File: config.mk
export PLATFORM = sky130hd
export DESIGN_NAME = bitstream_regex_marker_chain
export DESIGN_NICKNAME = d
export VERILOG_FILES = /design/src/hdl/brmc_pkg.sv /design/src/hdl/brmc_element.sv /design/src/hdl/brmc_chain.sv /design/src/hdl/brmc_tally.sv /design/src/hdl/bitstream_regex_marker_chain.sv
export VERILOG_INCLUDE_DIRS = /design/src /design/src/hdl
export SDC_FILE = /design/constraint.sdc
export NUM_CORES = 2
export LEC_CHECK = 0
export BUFFER_PORTS_ARGS = -buffer_cell sky130_fd_sc_hd__buf_2
export CORE_UTILIZATION = 60
export CTS_BUF_LIST = sky130_fd_sc_hd__clkbuf_16
export DETAILED_ROUTE_END_ITERATION = 10
export GPL_TIMING_DRIVEN = 0
export PLACE_DENSITY = 0.86
export SETUP_SLACK_MARGIN = 0.2
export SLEW_MARGIN = 20
export SYNTH_ARGS = -nofsm -noshare
export SYNTH_HDL_FRONTEND = slang
export SYNTH_SLANG_ARGS = --single-unit
File: constraint.sdc
create_clock -name clk -period 23 [get_ports clk]
set_clock_uncertainty 0.05 [all_clocks]
set_input_delay 2.3 -clock clk [delete_from_list [all_inputs] [get_ports clk]]
set_output_delay 2.3 -clock clk [all_outputs]
set_load 0.05 [all_outputs]
File: src/hdl/assert_macros.svh
// Assertion helpers used by the top-level RTL file.
`ifndef ASSERT_MACROS_SVH
`define ASSERT_MACROS_SVH

// Clocked check, switched off while reset is asserted.
`define BRMC_ASSERT(label, prop, msg) \
    label: assert property (@(posedge clk) disable iff (!rst_n) prop) else $error(msg);

// Clocked check that also holds while reset is asserted.
`define BRMC_ASSERT_ALWAYS(label, prop, msg) \
    label: assert property (@(posedge clk) prop) else $error(msg);

`endif

File: src/hdl/brmc_pkg.sv
package brmc_pkg;

    // Defaults for the top-level parameters.
    localparam int DEF_MAX_ELEMENTS = 8;
    localparam int DEF_BLOCK_BITS   = 63;

    // Fixed field widths of the stream items.
    localparam int CLASS_INPUTS = 8;
    localparam int CLASS_W      = 63;
    localparam int COUNT_W      = 6;
    localparam int TOTAL_W      = 40;
    localparam int IN_TDATA_W   = CLASS_INPUTS * CLASS_W;
    localparam int OUT_FIELDS_W = CLASS_W + COUNT_W + TOTAL_W;
    localparam int OUT_TDATA_W  = ((OUT_FIELDS_W + 7) / 8) * 8;

    // Configuration port.
    localparam int ELEM_COUNT_W = 4;
    localparam int STAR_W       = 8;
    localparam int CFG_DATA_W   = 8;
    localparam int CFG_INDEX_W  = 2;

    typedef enum logic [CFG_INDEX_W-1:0] {
        REG_ELEMENT_COUNT = 2'd0,
        REG_STAR_MASK     = 2'd1
    } brmc_reg_t;

    typedef struct packed {
        logic [ELEM_COUNT_W-1:0] element_count;
        logic [STAR_W-1:0]       star_mask;
    } brmc_cfg_t;

    typedef logic [CLASS_INPUTS-1:0][CLASS_W-1:0] brmc_class_t;

    // One text block as it enters the marker chain.
    typedef struct packed {
        logic        start;
        brmc_class_t classes;
    } brmc_item_t;

    // Final marker of one block on its way to the counters.
    typedef struct packed {
        logic               start;
        logic [CLASS_W-1:0] marker;
    } brmc_mark_t;

endpackage

File: src/hdl/brmc_element.sv
module brmc_element
    import brmc_pkg::*;
#(
    parameter int BLOCK_BITS = DEF_BLOCK_BITS
)(
    input  logic [BLOCK_BITS-1:0] marker_in,
    input  logic [BLOCK_BITS-1:0] cls,
    input  logic                  carry_in,
    input  logic                  star,
    output logic [BLOCK_BITS-1:0] marker_out,
    output logic                  carry_out
);

    localparam int SUM_W = BLOCK_BITS + 1;

    logic [BLOCK_BITS-1:0] masked;
    logic [SUM_W-1:0]      sum;

    // MatchStar spreads the marker through runs of the class with one add.
    assign masked = marker_in & cls;
    assign sum    = {1'b0, masked} + {1'b0, cls} + SUM_W'(carry_in);

    // Advance moves matched positions one character on; the top bit crosses
    // into the next block.
    always_comb
    begin
        if (star)
        begin
            marker_out = (sum[BLOCK_BITS-1:0] ^ cls) | marker_in;
            carry_out  = sum[BLOCK_BITS];
        end
        else
        begin
            marker_out = {masked[BLOCK_BITS-2:0], carry_in};
            carry_out  = masked[BLOCK_BITS-1];
        end
    end

endmodule

File: src/hdl/brmc_chain.sv
module brmc_chain
    import brmc_pkg::*;
#(
    parameter int MAX_ELEMENTS = DEF_MAX_ELEMENTS,
    parameter int BLOCK_BITS   = DEF_BLOCK_BITS
)(
    input  logic       clk,
    input  logic       rst_n,
    input  brmc_cfg_t  cfg,
    input  logic       in_valid,
    input  brmc_item_t in_item,
    output logic       in_ready,
    output logic       out_valid,
    input  logic       out_ready,
    output brmc_mark_t out_mark
);

    logic [MAX_ELEMENTS:0][BLOCK_BITS-1:0]   marker_w;
    logic [MAX_ELEMENTS-1:0][BLOCK_BITS-1:0] elem_marker;
    logic [MAX_ELEMENTS-1:0]                 carry_reg;
    logic [MAX_ELEMENTS-1:0]                 carry_next;
    logic [MAX_ELEMENTS-1:0]                 carry_in;
    logic [MAX_ELEMENTS-1:0]                 carry_out;
    logic [MAX_ELEMENTS-1:0]                 active;
    logic                                    valid_reg;
    brmc_mark_t                              mark_reg;
    brmc_mark_t                              mark_next;
    logic                                    take;

    // The stage takes an item when it is empty or its item leaves this cycle.
    assign in_ready = !valid_reg || out_ready;
    assign take     = in_valid && in_ready;

    // A start of text clears the carries before the block is processed.
    assign carry_in    = in_item.start ? '0 : carry_reg;
    assign marker_w[0] = in_item.classes[0][BLOCK_BITS-1:0];

    // One transform per pattern element; unused elements pass the marker on
    // and keep their carry.
    for (genvar g = 0; g < MAX_ELEMENTS; g++)
    begin : g_elem
        assign active[g] = (g == 0) || (cfg.element_count > ELEM_COUNT_W'(g));

        brmc_element #(
            .BLOCK_BITS (BLOCK_BITS)
        ) u_element (
            .marker_in  (marker_w[g]),
            .cls        (in_item.classes[g][BLOCK_BITS-1:0]),
            .carry_in   (carry_in[g]),
            .star       (cfg.star_mask[g]),
            .marker_out (elem_marker[g]),
            .carry_out  (carry_out[g])
        );

        assign marker_w[g+1] = active[g] ? elem_marker[g] : marker_w[g];
        assign carry_next[g] = active[g] ? carry_out[g] : carry_in[g];
    end

    assign mark_next.start  = in_item.start;
    assign mark_next.marker = CLASS_W'(marker_w[MAX_ELEMENTS]);

    // Carries and stage valid.
    always_ff @(posedge clk or negedge rst_n)
    begin
        if (!rst_n)
        begin
            valid_reg <= 1'b0;
            carry_reg <= '0;
        end
        else
        begin
            if (in_ready)
            begin
                valid_reg <= in_valid;
            end
            if (take)
            begin
                carry_reg <= carry_next;
            end
        end
    end

    // Marker payload.
    always_ff @(posedge clk)
    begin
        if (take)
        begin
            mark_reg <= mark_next;
        end
    end

    assign out_valid = valid_reg;
    assign out_mark  = mark_reg;

endmodule

File: src/hdl/brmc_tally.sv
module brmc_tally
    import brmc_pkg::*;
(
    input  logic               clk,
    input  logic               rst_n,
    input  logic               in_valid,
    input  brmc_mark_t         in_mark,
    output logic               in_ready,
    output logic               out_valid,
    input  logic               out_ready,
    output logic [CLASS_W-1:0] out_marker,
    output logic [COUNT_W-1:0] out_count,
    output logic [TOTAL_W-1:0] out_total
);

    localparam int SUM_W = TOTAL_W + 1;

    logic               cnt_valid_reg;
    logic               cnt_start_reg;
    logic [CLASS_W-1:0] cnt_marker_reg;
    logic [COUNT_W-1:0] cnt_reg;
    logic [COUNT_W-1:0] cnt_next;
    logic               out_valid_reg;
    logic [CLASS_W-1:0] out_marker_reg;
    logic [COUNT_W-1:0] out_count_reg;
    logic [TOTAL_W-1:0] total_reg;
    logic [TOTAL_W-1:0] total_next;
    logic [TOTAL_W-1:0] total_base;
    logic [SUM_W-1:0]   total_sum;
    logic               out_load;
    logic               cnt_load;
    logic               cnt_take;
    logic               out_take;

    function automatic logic [COUNT_W-1:0] count_ones(input logic [CLASS_W-1:0] v);
        logic [COUNT_W-1:0] n;
        n = '0;
        for (int k = 0; k < CLASS_W; k++)
        begin
            n = n + COUNT_W'(v[k]);
        end
        return n;
    endfunction

    // Each stage loads when it is empty or its item moves on.
    assign out_load = !out_valid_reg || out_ready;
    assign cnt_load = !cnt_valid_reg || out_load;
    assign in_ready = cnt_load;
    assign cnt_take = in_valid && cnt_load;
    assign out_take = cnt_valid_reg && out_load;

    assign cnt_next = count_ones(in_mark.marker);

    // Running total restarts with the start of text and sticks at its maximum.
    assign total_base = cnt_start_reg ? '0 : total_reg;
    assign total_sum  = {1'b0, total_base} + SUM_W'(cnt_reg);
    assign total_next = total_sum[TOTAL_W] ? '1 : total_sum[TOTAL_W-1:0];

    // Stage valids and the running total.
    always_ff @(posedge clk or negedge rst_n)
    begin
        if (!rst_n)
        begin
            cnt_valid_reg <= 1'b0;
            out_valid_reg <= 1'b0;
            total_reg     <= '0;
        end
        else
        begin
            if (cnt_load)
            begin
                cnt_valid_reg <= in_valid;
            end
            if (out_load)
            begin
                out_valid_reg <= cnt_valid_reg;
            end
            if (out_take)
            begin
                total_reg <= total_next;
            end
        end
    end

    // Payload registers.
    always_ff @(posedge clk)
    begin
        if (cnt_take)
        begin
            cnt_start_reg  <= in_mark.start;
            cnt_marker_reg <= in_mark.marker;
            cnt_reg        <= cnt_next;
        end
        if (out_take)
        begin
            out_marker_reg <= cnt_marker_reg;
            out_count_reg  <= cnt_reg;
        end
    end

    assign out_valid  = out_valid_reg;
    assign out_marker = out_marker_reg;
    assign out_count  = out_count_reg;
    assign out_total  = total_reg;

endmodule

File: src/hdl/bitstream_regex_marker_chain.sv
// Bitstream regular-expression marker chain. Each item is one text block given
// as one character-class bitstream per pattern element; the block runs the
// Advance/MatchStar marker chain over the elements in use, keeps each element's
// carry-out for the next block, and returns the final marker, its match count
// and a saturating running total. One item is accepted every clock cycle while
// the result stream does not stall, and each accepted item passes four
// registers: input register, marker chain, population count, running total.
// The clock rate is set by the chain of up to eight dependent block-wide adds
// in the marker chain stage. Configuration may be written only while no item
// is in flight.
`include "assert_macros.svh"

module bitstream_regex_marker_chain
    import brmc_pkg::*;
#(
    parameter int MAX_ELEMENTS = DEF_MAX_ELEMENTS,
    parameter int BLOCK_BITS   = DEF_BLOCK_BITS
)(
    input  logic                   clk,
    input  logic                   rst_n,
    // Configuration write port.
    input  logic                   cfg_we,
    input  logic [CFG_INDEX_W-1:0] cfg_index,
    input  logic [CFG_DATA_W-1:0]  cfg_data,
    // Input stream.
    input  logic                   s_tvalid,
    output logic                   s_tready,
    input  logic [IN_TDATA_W-1:0]  s_tdata,   // class_bits_0 .. class_bits_7
    input  logic                   s_tuser,   // start_of_text
    // Result stream.
    output logic                   m_tvalid,
    input  logic                   m_tready,
    output logic [OUT_TDATA_W-1:0] m_tdata    // final_marker, block_matches,
                                              // total_matches, zero pad
);

    localparam int PAD_W = OUT_TDATA_W - OUT_FIELDS_W;

    brmc_cfg_t          cfg_reg;
    logic               in_valid_reg;
    brmc_item_t         in_item_reg;
    brmc_item_t         in_item_next;
    logic               chain_ready;
    logic               chain_valid;
    brmc_mark_t         chain_mark;
    logic               tally_ready;
    logic [CLASS_W-1:0] final_marker;
    logic [COUNT_W-1:0] block_matches;
    logic [TOTAL_W-1:0] total_matches;

    // Configuration registers; writes to other indexes are dropped.
    always_ff @(posedge clk or negedge rst_n)
    begin
        if (!rst_n)
        begin
            cfg_reg.element_count <= ELEM_COUNT_W'(1);
            cfg_reg.star_mask     <= '0;
        end
        else if (cfg_we)
        begin
            if (cfg_index == REG_ELEMENT_COUNT)
            begin
                cfg_reg.element_count <= cfg_data[ELEM_COUNT_W-1:0];
            end
            else if (cfg_index == REG_STAR_MASK)
            begin
                cfg_reg.star_mask <= cfg_data[STAR_W-1:0];
            end
        end
    end

    // Input register stage.
    assign s_tready             = !in_valid_reg || chain_ready;
    assign in_item_next.start   = s_tuser;
    assign in_item_next.classes = s_tdata;

    always_ff @(posedge clk or negedge rst_n)
    begin
        if (!rst_n)
        begin
            in_valid_reg <= 1'b0;
        end
        else if (s_tready)
        begin
            in_valid_reg <= s_tvalid;
        end
    end

    always_ff @(posedge clk)
    begin
        if (s_tvalid && s_tready)
        begin
            in_item_reg <= in_item_next;
        end
    end

    // Marker chain with per-element carries.
    brmc_chain #(
        .MAX_ELEMENTS (MAX_ELEMENTS),
        .BLOCK_BITS   (BLOCK_BITS)
    ) u_chain (
        .clk       (clk),
        .rst_n     (rst_n),
        .cfg       (cfg_reg),
        .in_valid  (in_valid_reg),
        .in_item   (in_item_reg),
        .in_ready  (chain_ready),
        .out_valid (chain_valid),
        .out_ready (tally_ready),
        .out_mark  (chain_mark)
    );

    // Match count and running total.
    brmc_tally u_tally (
        .clk        (clk),
        .rst_n      (rst_n),
        .in_valid   (chain_valid),
        .in_mark    (chain_mark),
        .in_ready   (tally_ready),
        .out_valid  (m_tvalid),
        .out_ready  (m_tready),
        .out_marker (final_marker),
        .out_count  (block_matches),
        .out_total  (total_matches)
    );

    assign m_tdata = {PAD_W'(0), total_matches, block_matches, final_marker};

    // With nothing waiting at the output, no stage can hold back the input.
    `BRMC_ASSERT_ALWAYS(a_ready_when_drained, !m_tvalid |-> s_tready,
        "input stalled although the result stage is empty")

    // The reported count matches the reported marker.
    `BRMC_ASSERT(a_count_matches_marker,
        m_tvalid |-> ($countones(final_marker) == 32'(block_matches)),
        "block match count differs from the final marker")

    // No marker bit beyond the block length.
    `BRMC_ASSERT(a_marker_in_block,
        m_tvalid |-> ((final_marker >> BLOCK_BITS) == '0),
        "final marker has bits beyond the block length")

    // The running total always includes this block's matches.
    `BRMC_ASSERT(a_total_covers_block,
        m_tvalid |-> (total_matches >= TOTAL_W'(block_matches)),
        "running total smaller than the block count")

endmodule
# Yosys cells after proc, flatten, opt, wreduce, memory -nomap -nowiden
# Index checks and enable logic that the tools add are counted.
[word_totals]
ff_bits = 772
rom_bits = 0
latchBits = 0
out_inout_bits = 114
word_cells = 184
inputBits = 520
ram_bits = 0
n_memories = 0
[op_classes]
eq_ne = 1
shift = 0
order_cmp = 7
div_mod_pow = 0
reduce_logical = 15
bitwise = 25
n_addsub = 79
multipliers = 0
muxes = 33
[ops]
columns = ["operator", "n"]
rows = [
  ["two-way mux 63 bit", 15],
  ["adder 63 x 63 -> 64 bit", 8],
  ["adder 64 x 1 -> 64 bit", 8],
  ["AND 63 bit", 8],
  ["bitwise OR 63 bit", 8],
  ["XOR 63 bit", 8],
  ["adder 6 x 1 -> 6 bit", 61],
  ["two-way mux 40 bit", 2],
  ["adder 40 x 6 -> 41 bit", 1],
  ["greater-than comparator 4 x 3 -> 1 bit (second input constant)", 4],
  ["two-way mux 1 bit", 15],
  ["greater-than comparator 4 x 2 -> 1 bit (second input constant)", 2],
  ["two-way mux 8 bit", 1],
  ["greater-than comparator 4 x 1 -> 1 bit (second input constant)", 1],
  ["logical AND 1 bit", 4],
  ["zero test 1 bit", 4],
  ["logical OR 1 bit", 4],
  ["AND reduction 3 bit", 1],
  ["adder 1 x 1 -> 2 bit", 1],
  ["== test 2 x 1 -> 1 bit (second input constant)", 1],
  ["zero test 2 bit", 1],
  ["AND reduction 2 bit", 1],
  ["inverter 1 bit", 1],
]

# Longest topological paths before layout
[depth]
word_depth = 62
depth_mapped = 67
depth_no_buf = 66

# Hierarchy
# From an unflattened synthesis, not the netlist that was laid out.
[hier_totals]
hier_cells = 7926
area_unflattened_um2 = 68244.2
[modules_own_cells]
columns = ["module", "seq_area_each_um2", "instances", "cells_each", "area_per_inst_um2"]
rows = [
  ["brmc_element", 0.0, 8, 662, 3931.3],
  ["bitstream_regex_marker_chain", 15491.1, 1, 539, 15710.1],
  ["brmc_chain", 2147.1, 1, 1441, 12218.0],
  ["brmc_tally", 5225.0, 1, 650, 8866.0],
]

# Worst setup path before layout
# Ideal clock, no wire load.
[synth_timing]
kind = "input to register"
start = "input m_tready"
end = "register in_item_reg[0] in the netlist's numbering (enable)"
setup_slack_ps = 7798
required_ps = 22017
setup_time_ps = 933
arrival_time_ps = 14218
path_stages = 3
path_buffers = 0
path_cell_list = "nor2b_1 > nand4_1 > and2_1"
[synth_via]
elab_chain_len = 5
[synth_rtl]
columns = ["element", "line", "rtl"]
rows = [
  ["start, declared", "bitstream_regex_marker_chain.sv:32", "input logic m_tready,"],
  ["logical OR 1 bit", "brmc_tally.sv:46", "assign out_load = !out_valid_reg || out_ready;"],
  ["logical OR 1 bit", "brmc_tally.sv:47", "assign cnt_load = !cnt_valid_reg || out_load;"],
  ["logical OR 1 bit", "brmc_chain.sv:31", "assign in_ready = !valid_reg || out_ready;"],
  ["logical OR 1 bit", "bitstream_regex_marker_chain.sv:73", "assign s_tready = !in_valid_reg || chain_ready;"],
  ["named net s_tready", "bitstream_regex_marker_chain.sv:27", "output logic s_tready,"],
  ["logical AND 1 bit", "bitstream_regex_marker_chain.sv:91", "if (s_tvalid && s_tready)"],
  ["end signal, assigned", "bitstream_regex_marker_chain.sv:93", "in_item_reg <= in_item_next;"],
  ["end, declared", "bitstream_regex_marker_chain.sv:41", "brmc_item_t in_item_reg;"],
]
# The timed path passes the listed nets, and every way through them passes these cells.
# A chain may end at the register's enable or synchronous reset.

==> run_results.csv <==
group,metric,value,unit
synth,synthMostInstantiatedCell,"edfxtp_1",
detailed_routing,vias,57241,
worst_setup_path,reg2reg_from,"cfg_reg[10]$_DFFE_PN0P_",
synth,synth_ff_type,"edfxtp_1",
synth,ys_types,142,
cts,htree_num_levels,3,
min_path,worst_hold_path.endpoint,"u_tally.out_marker[45]$_DFFE_PP_",
cts,cts.clk_slew.worst_paths,0.06,ns
global_routing,grt_use_met1,56.8,%
cts,cts.repair.resized,0,
detailed_routing,route.final.wire_length,209000,microns
detailed_routing,dr.first_iter.drc_count,9117,
worst_setup_path,slowest_stage_cell_crit_path,"a311oi_1",
timing,transition_at_the_pin_with_the_smallest_max_transition_slack,1.24,ns
run,drv.max_cap_violation_count,0,
global_routing,grt_antenna_before_repair,17,
timing,slew_headroom,17.6,%
pwr,pwr_density_cell,202,nW/um^2
floorplanning,floorplan.die_area,93200,sq um
finish,area_growth_syn_to_layout,14.5,%
timing,final_period_minus_worst_setup_slack,16.55,ns
finish,nets,7296,
worst_setup_path,critical_path_class,"reg2reg",
pwr,maximum_ir_drop_on_the_vdd_rail,1540,uV
floorplanning,floorplan.rows,110,
timing,report.final.hold_viol_count,0,
floorplanning,die_height,305,microns
placement,globalplace.congestion,1.01,
floorplanning,top_level_ports,634,
min_path,min_from,"u_tally.cnt_marker_reg[45]$_DFFE_PP_",
global_routing,number_of_global_route_vias_before_repair,53449,
global_routing,grt.total_usage,43.3,%
cts,clk_latency_worst_skew_pair,0.71,ns
timing,grt_setup_unrepaired,"no",
worst_setup_path,worst-r2r-cell-count,58,
cts,clock_tree.root_cell,"clkbuf_16",
worst_setup_path,reg2reg_slack,6.45,ns
synth,synth_area_per_cell,9.27,sq um
synth,post_synth_inst_count,5955,
cts,clock-sinks,772,
floorplanning,fp.dieW,305,microns
placement,port-buffer-count,630,
synth,yosys.area.top_type_share,38.5,%
worst_setup_path,timing.critical_path.to_type,"flip-flop",
detailed_routing,detail_route.drc_violations,0,
detailed_routing,post_drt_wl_per_cell,26.3,microns
synth,synth_top_cell_by_area,"edfxtp_1",
finish,layout-drive-gt1-share,15.9,%
detailed_routing,drtPass1Iterations,8,
worst_setup_path,critPathArrivalTime,16.95,ns
min_path,holdPathStages,0,
cts,numCtsBuffers,85,
global_routing,grtUsageMet2,67.2,%
worst_setup_path,critical_path_required,23.39,ns
worst_setup_path,max_stage_delay,0.79,ns
global_routing,wire_length_of_the_first_global_routing_pass,312000,microns
timing,report.final.setup_viol,0,
global_routing,pin_count_of_the_biggest_net_entering_global_routing,67,
cts,ctsLongestPathBuffers,3,
synth,syn_area,55200,sq um
run_status,outcome,"finished clean",
synth,ys_seq_area_share,41.4,%
worst_setup_path,critPathMaxFanout,10,
synth,yosys_warnings,0,
placement,dp_cells,7777,
detailed_routing,antenna_left,0,
timing,setup_total_negative_slack,0,ns
cts,cts_setup_buffers,0,
placement,dp.final_hpwl,161000,microns
global_routing,grtUsageMet3,9.64,%
synth,synth.ff_latch_count,772,
synth,synth.top_cells.by_area,"edfxtp_1 39%, a21oi_1 4.5%, nand2_1 4.4%, o21ai_0 3.1%, dfrtp_1 2.9%",
timing,maxClockFrequency,60.4,MHz
worst_setup_path,timing.rr.end,"u_chain.out_mark[60]$_DFFE_PP_",
timing,drv_slew,0,
global_routing,global_route.overflow_total,0,
cts,ctsHoldBuffers,0,
min_path,hold_path.class,"reg2reg",
synth,synth_edf_count,708,
timing,final.period_utilization,72.0,%
floorplanning,initial_core_util,60.9,%
floorplanning,coreArea,90600,sq um
cts,cts_tree,"done",
global_routing,grt-busiest-layer,"met2",
worst_setup_path,crit_path_start_kind,"flip-flop",
finish,final_instance_count_excl_fillers,7943,
synth,yosys-top-cells-count,"708 x edfxtp_1, 644 x nand2_1, 491 x a21oi_1, 355 x nor2_1, 345 x o21ai_0",
finish,largest_reg_flops,505,
detailed_routing,routed_via_density,7.21,
finish,final_core_utilization,69.8,%
synth,synthArstFlopShare,8.29,%
pwr,pleak,24.0,nW
## final cells by class
cell class | instances | area (sq um)
diodes | 10 | 25.0
multi-input cells | 4672 | 30300
clock buffers | 85 | 2130
inverters | 284 | 1070
flip-flops and latches | 772 | 22900
well taps | 1176 | 1470
plain buffers | 229 | 952
clock inverters | 71 | 838
repair buffers | 644 | 3500
fillers | 7067 | 27400
## kinds of logic (layout without fill, tap and decap cells)
| logic type | after synthesis | in the layout | synth area share (%) |
|---|---|---|---|
| AOI/OAI and AO/OA | 2482 | 2482 | 32.6 |
| DFF | 772 | 772 | 41.4 |
| xor gates and xnor gates | 22 | 22 | 0.349 |
| buffers and inverters | 513 | 1313 | 3.65 |
| other | 1 | 13 | 0.00680 |
| and+or+nand+nor | 2058 | 2058 | 18.9 |
| muxes | 19 | 19 | 0.376 |
| adders and majority gates | 88 | 88 | 2.73 |
## critical path, delay by kind of cell, from the launching register on
kind | cells | cell delay, ns
and+or+nand+nor | 11 | 2.05
DFF | 1 | 0.38
xor gates and xnor gates | 3 | 0.41
buffers and inverters | 7 | 3.02
adders and majority gates | 5 | 1.30
AOI/OAI and AO/OA | 32 | 9.04
## per-stage QoR
step | hold slack (ns) | worst slack [ns] | total power, mW | instance area, sq um
2_1_floorplan | 0.350 | 7.80 | 8.18 | 55200
5_1_grt | 0.371 | 5.40 | 13.3 | 63200
6_report | 0.367 | 6.45 | 12.8 | 63200
3_5_place_dp | 0.355 | 7.14 | 10.8 | 60200
4_1_cts | 0.367 | 6.95 | 12.6 | 63100
3_3_place_gp | 0.353 | 3.27 | 10.3 | 59800
## how the worst max path moves through the flow
| stage | slack (ns) | to | cells after the start | start |
|---|---|---|---|---|
| floorplan | 7.80 | in_item_reg[0]$_DFFE_PP_ | 3 | m_tready |
| global placement | 3.27 | in_item_reg[119]$_DFFE_PP_ | 4 | m_tready |
| detailed placement | 7.14 | u_chain.out_mark[60]$_DFFE_PP_ | 58 | cfg_reg[10]$_DFFE_PN0P_ |
| CTS | 6.95 | u_chain.out_mark[60]$_DFFE_PP_ | 58 | cfg_reg[10]$_DFFE_PN0P_ |
| global route | 5.40 | u_chain.out_mark[60]$_DFFE_PP_ | 61 | cfg_reg[10]$_DFFE_PN0P_ |
| finish | 6.45 | u_chain.out_mark[60]$_DFFE_PP_ | 58 | cfg_reg[10]$_DFFE_PN0P_ |
## cells in the final DEF, fill, tap and decap left out, types with 66 or more instances in the layout
| cell | instances |
|---|---|
| clkbuf_1 | 160 |
| a31oi_1 | 128 |
| a211oi_1 | 109 |
| nor3_1 | 116 |
| clkbuf_16 | 85 |
| nor2_1 | 354 |
| a21o_1 | 112 |
| and3_1 | 72 |
| nand2_1 | 644 |
| o31ai_1 | 68 |
| nand4_1 | 75 |
| o21a_1 | 115 |
| nand3_1 | 228 |
| and2_1 | 103 |
| nor2b_1 | 66 |
| o21ai_0 | 345 |
| a21oi_1 | 491 |
| o211ai_1 | 105 |
| edfxtp_1 | 708 |
| inv_1 | 289 |
| buf_2 | 658 |
## where the power goes
group	switching, mW	total [mW]	internal, mW
Combinational	5.46	8.95	3.49
Clock	0.620	1.46	0.843
Sequential	0.178	2.34	2.16
Total	6.25	12.8	6.50
## metal layers
| metal | routed length [microns] | part of all wire (%) | vias up |
|---|---|---|---|
| li1 | - | - | 25145 |
| met1 | 78500 | 38 | 27290 |
| met2 | 92600 | 44 | 4116 |
| met3 | 26300 | 13 | 682 |
| met4 | 11700 | 5.6 | 8 |
| met5 | 160 | 0.076 | - |
No activity file was read; power rests on OpenSTA's default activity.
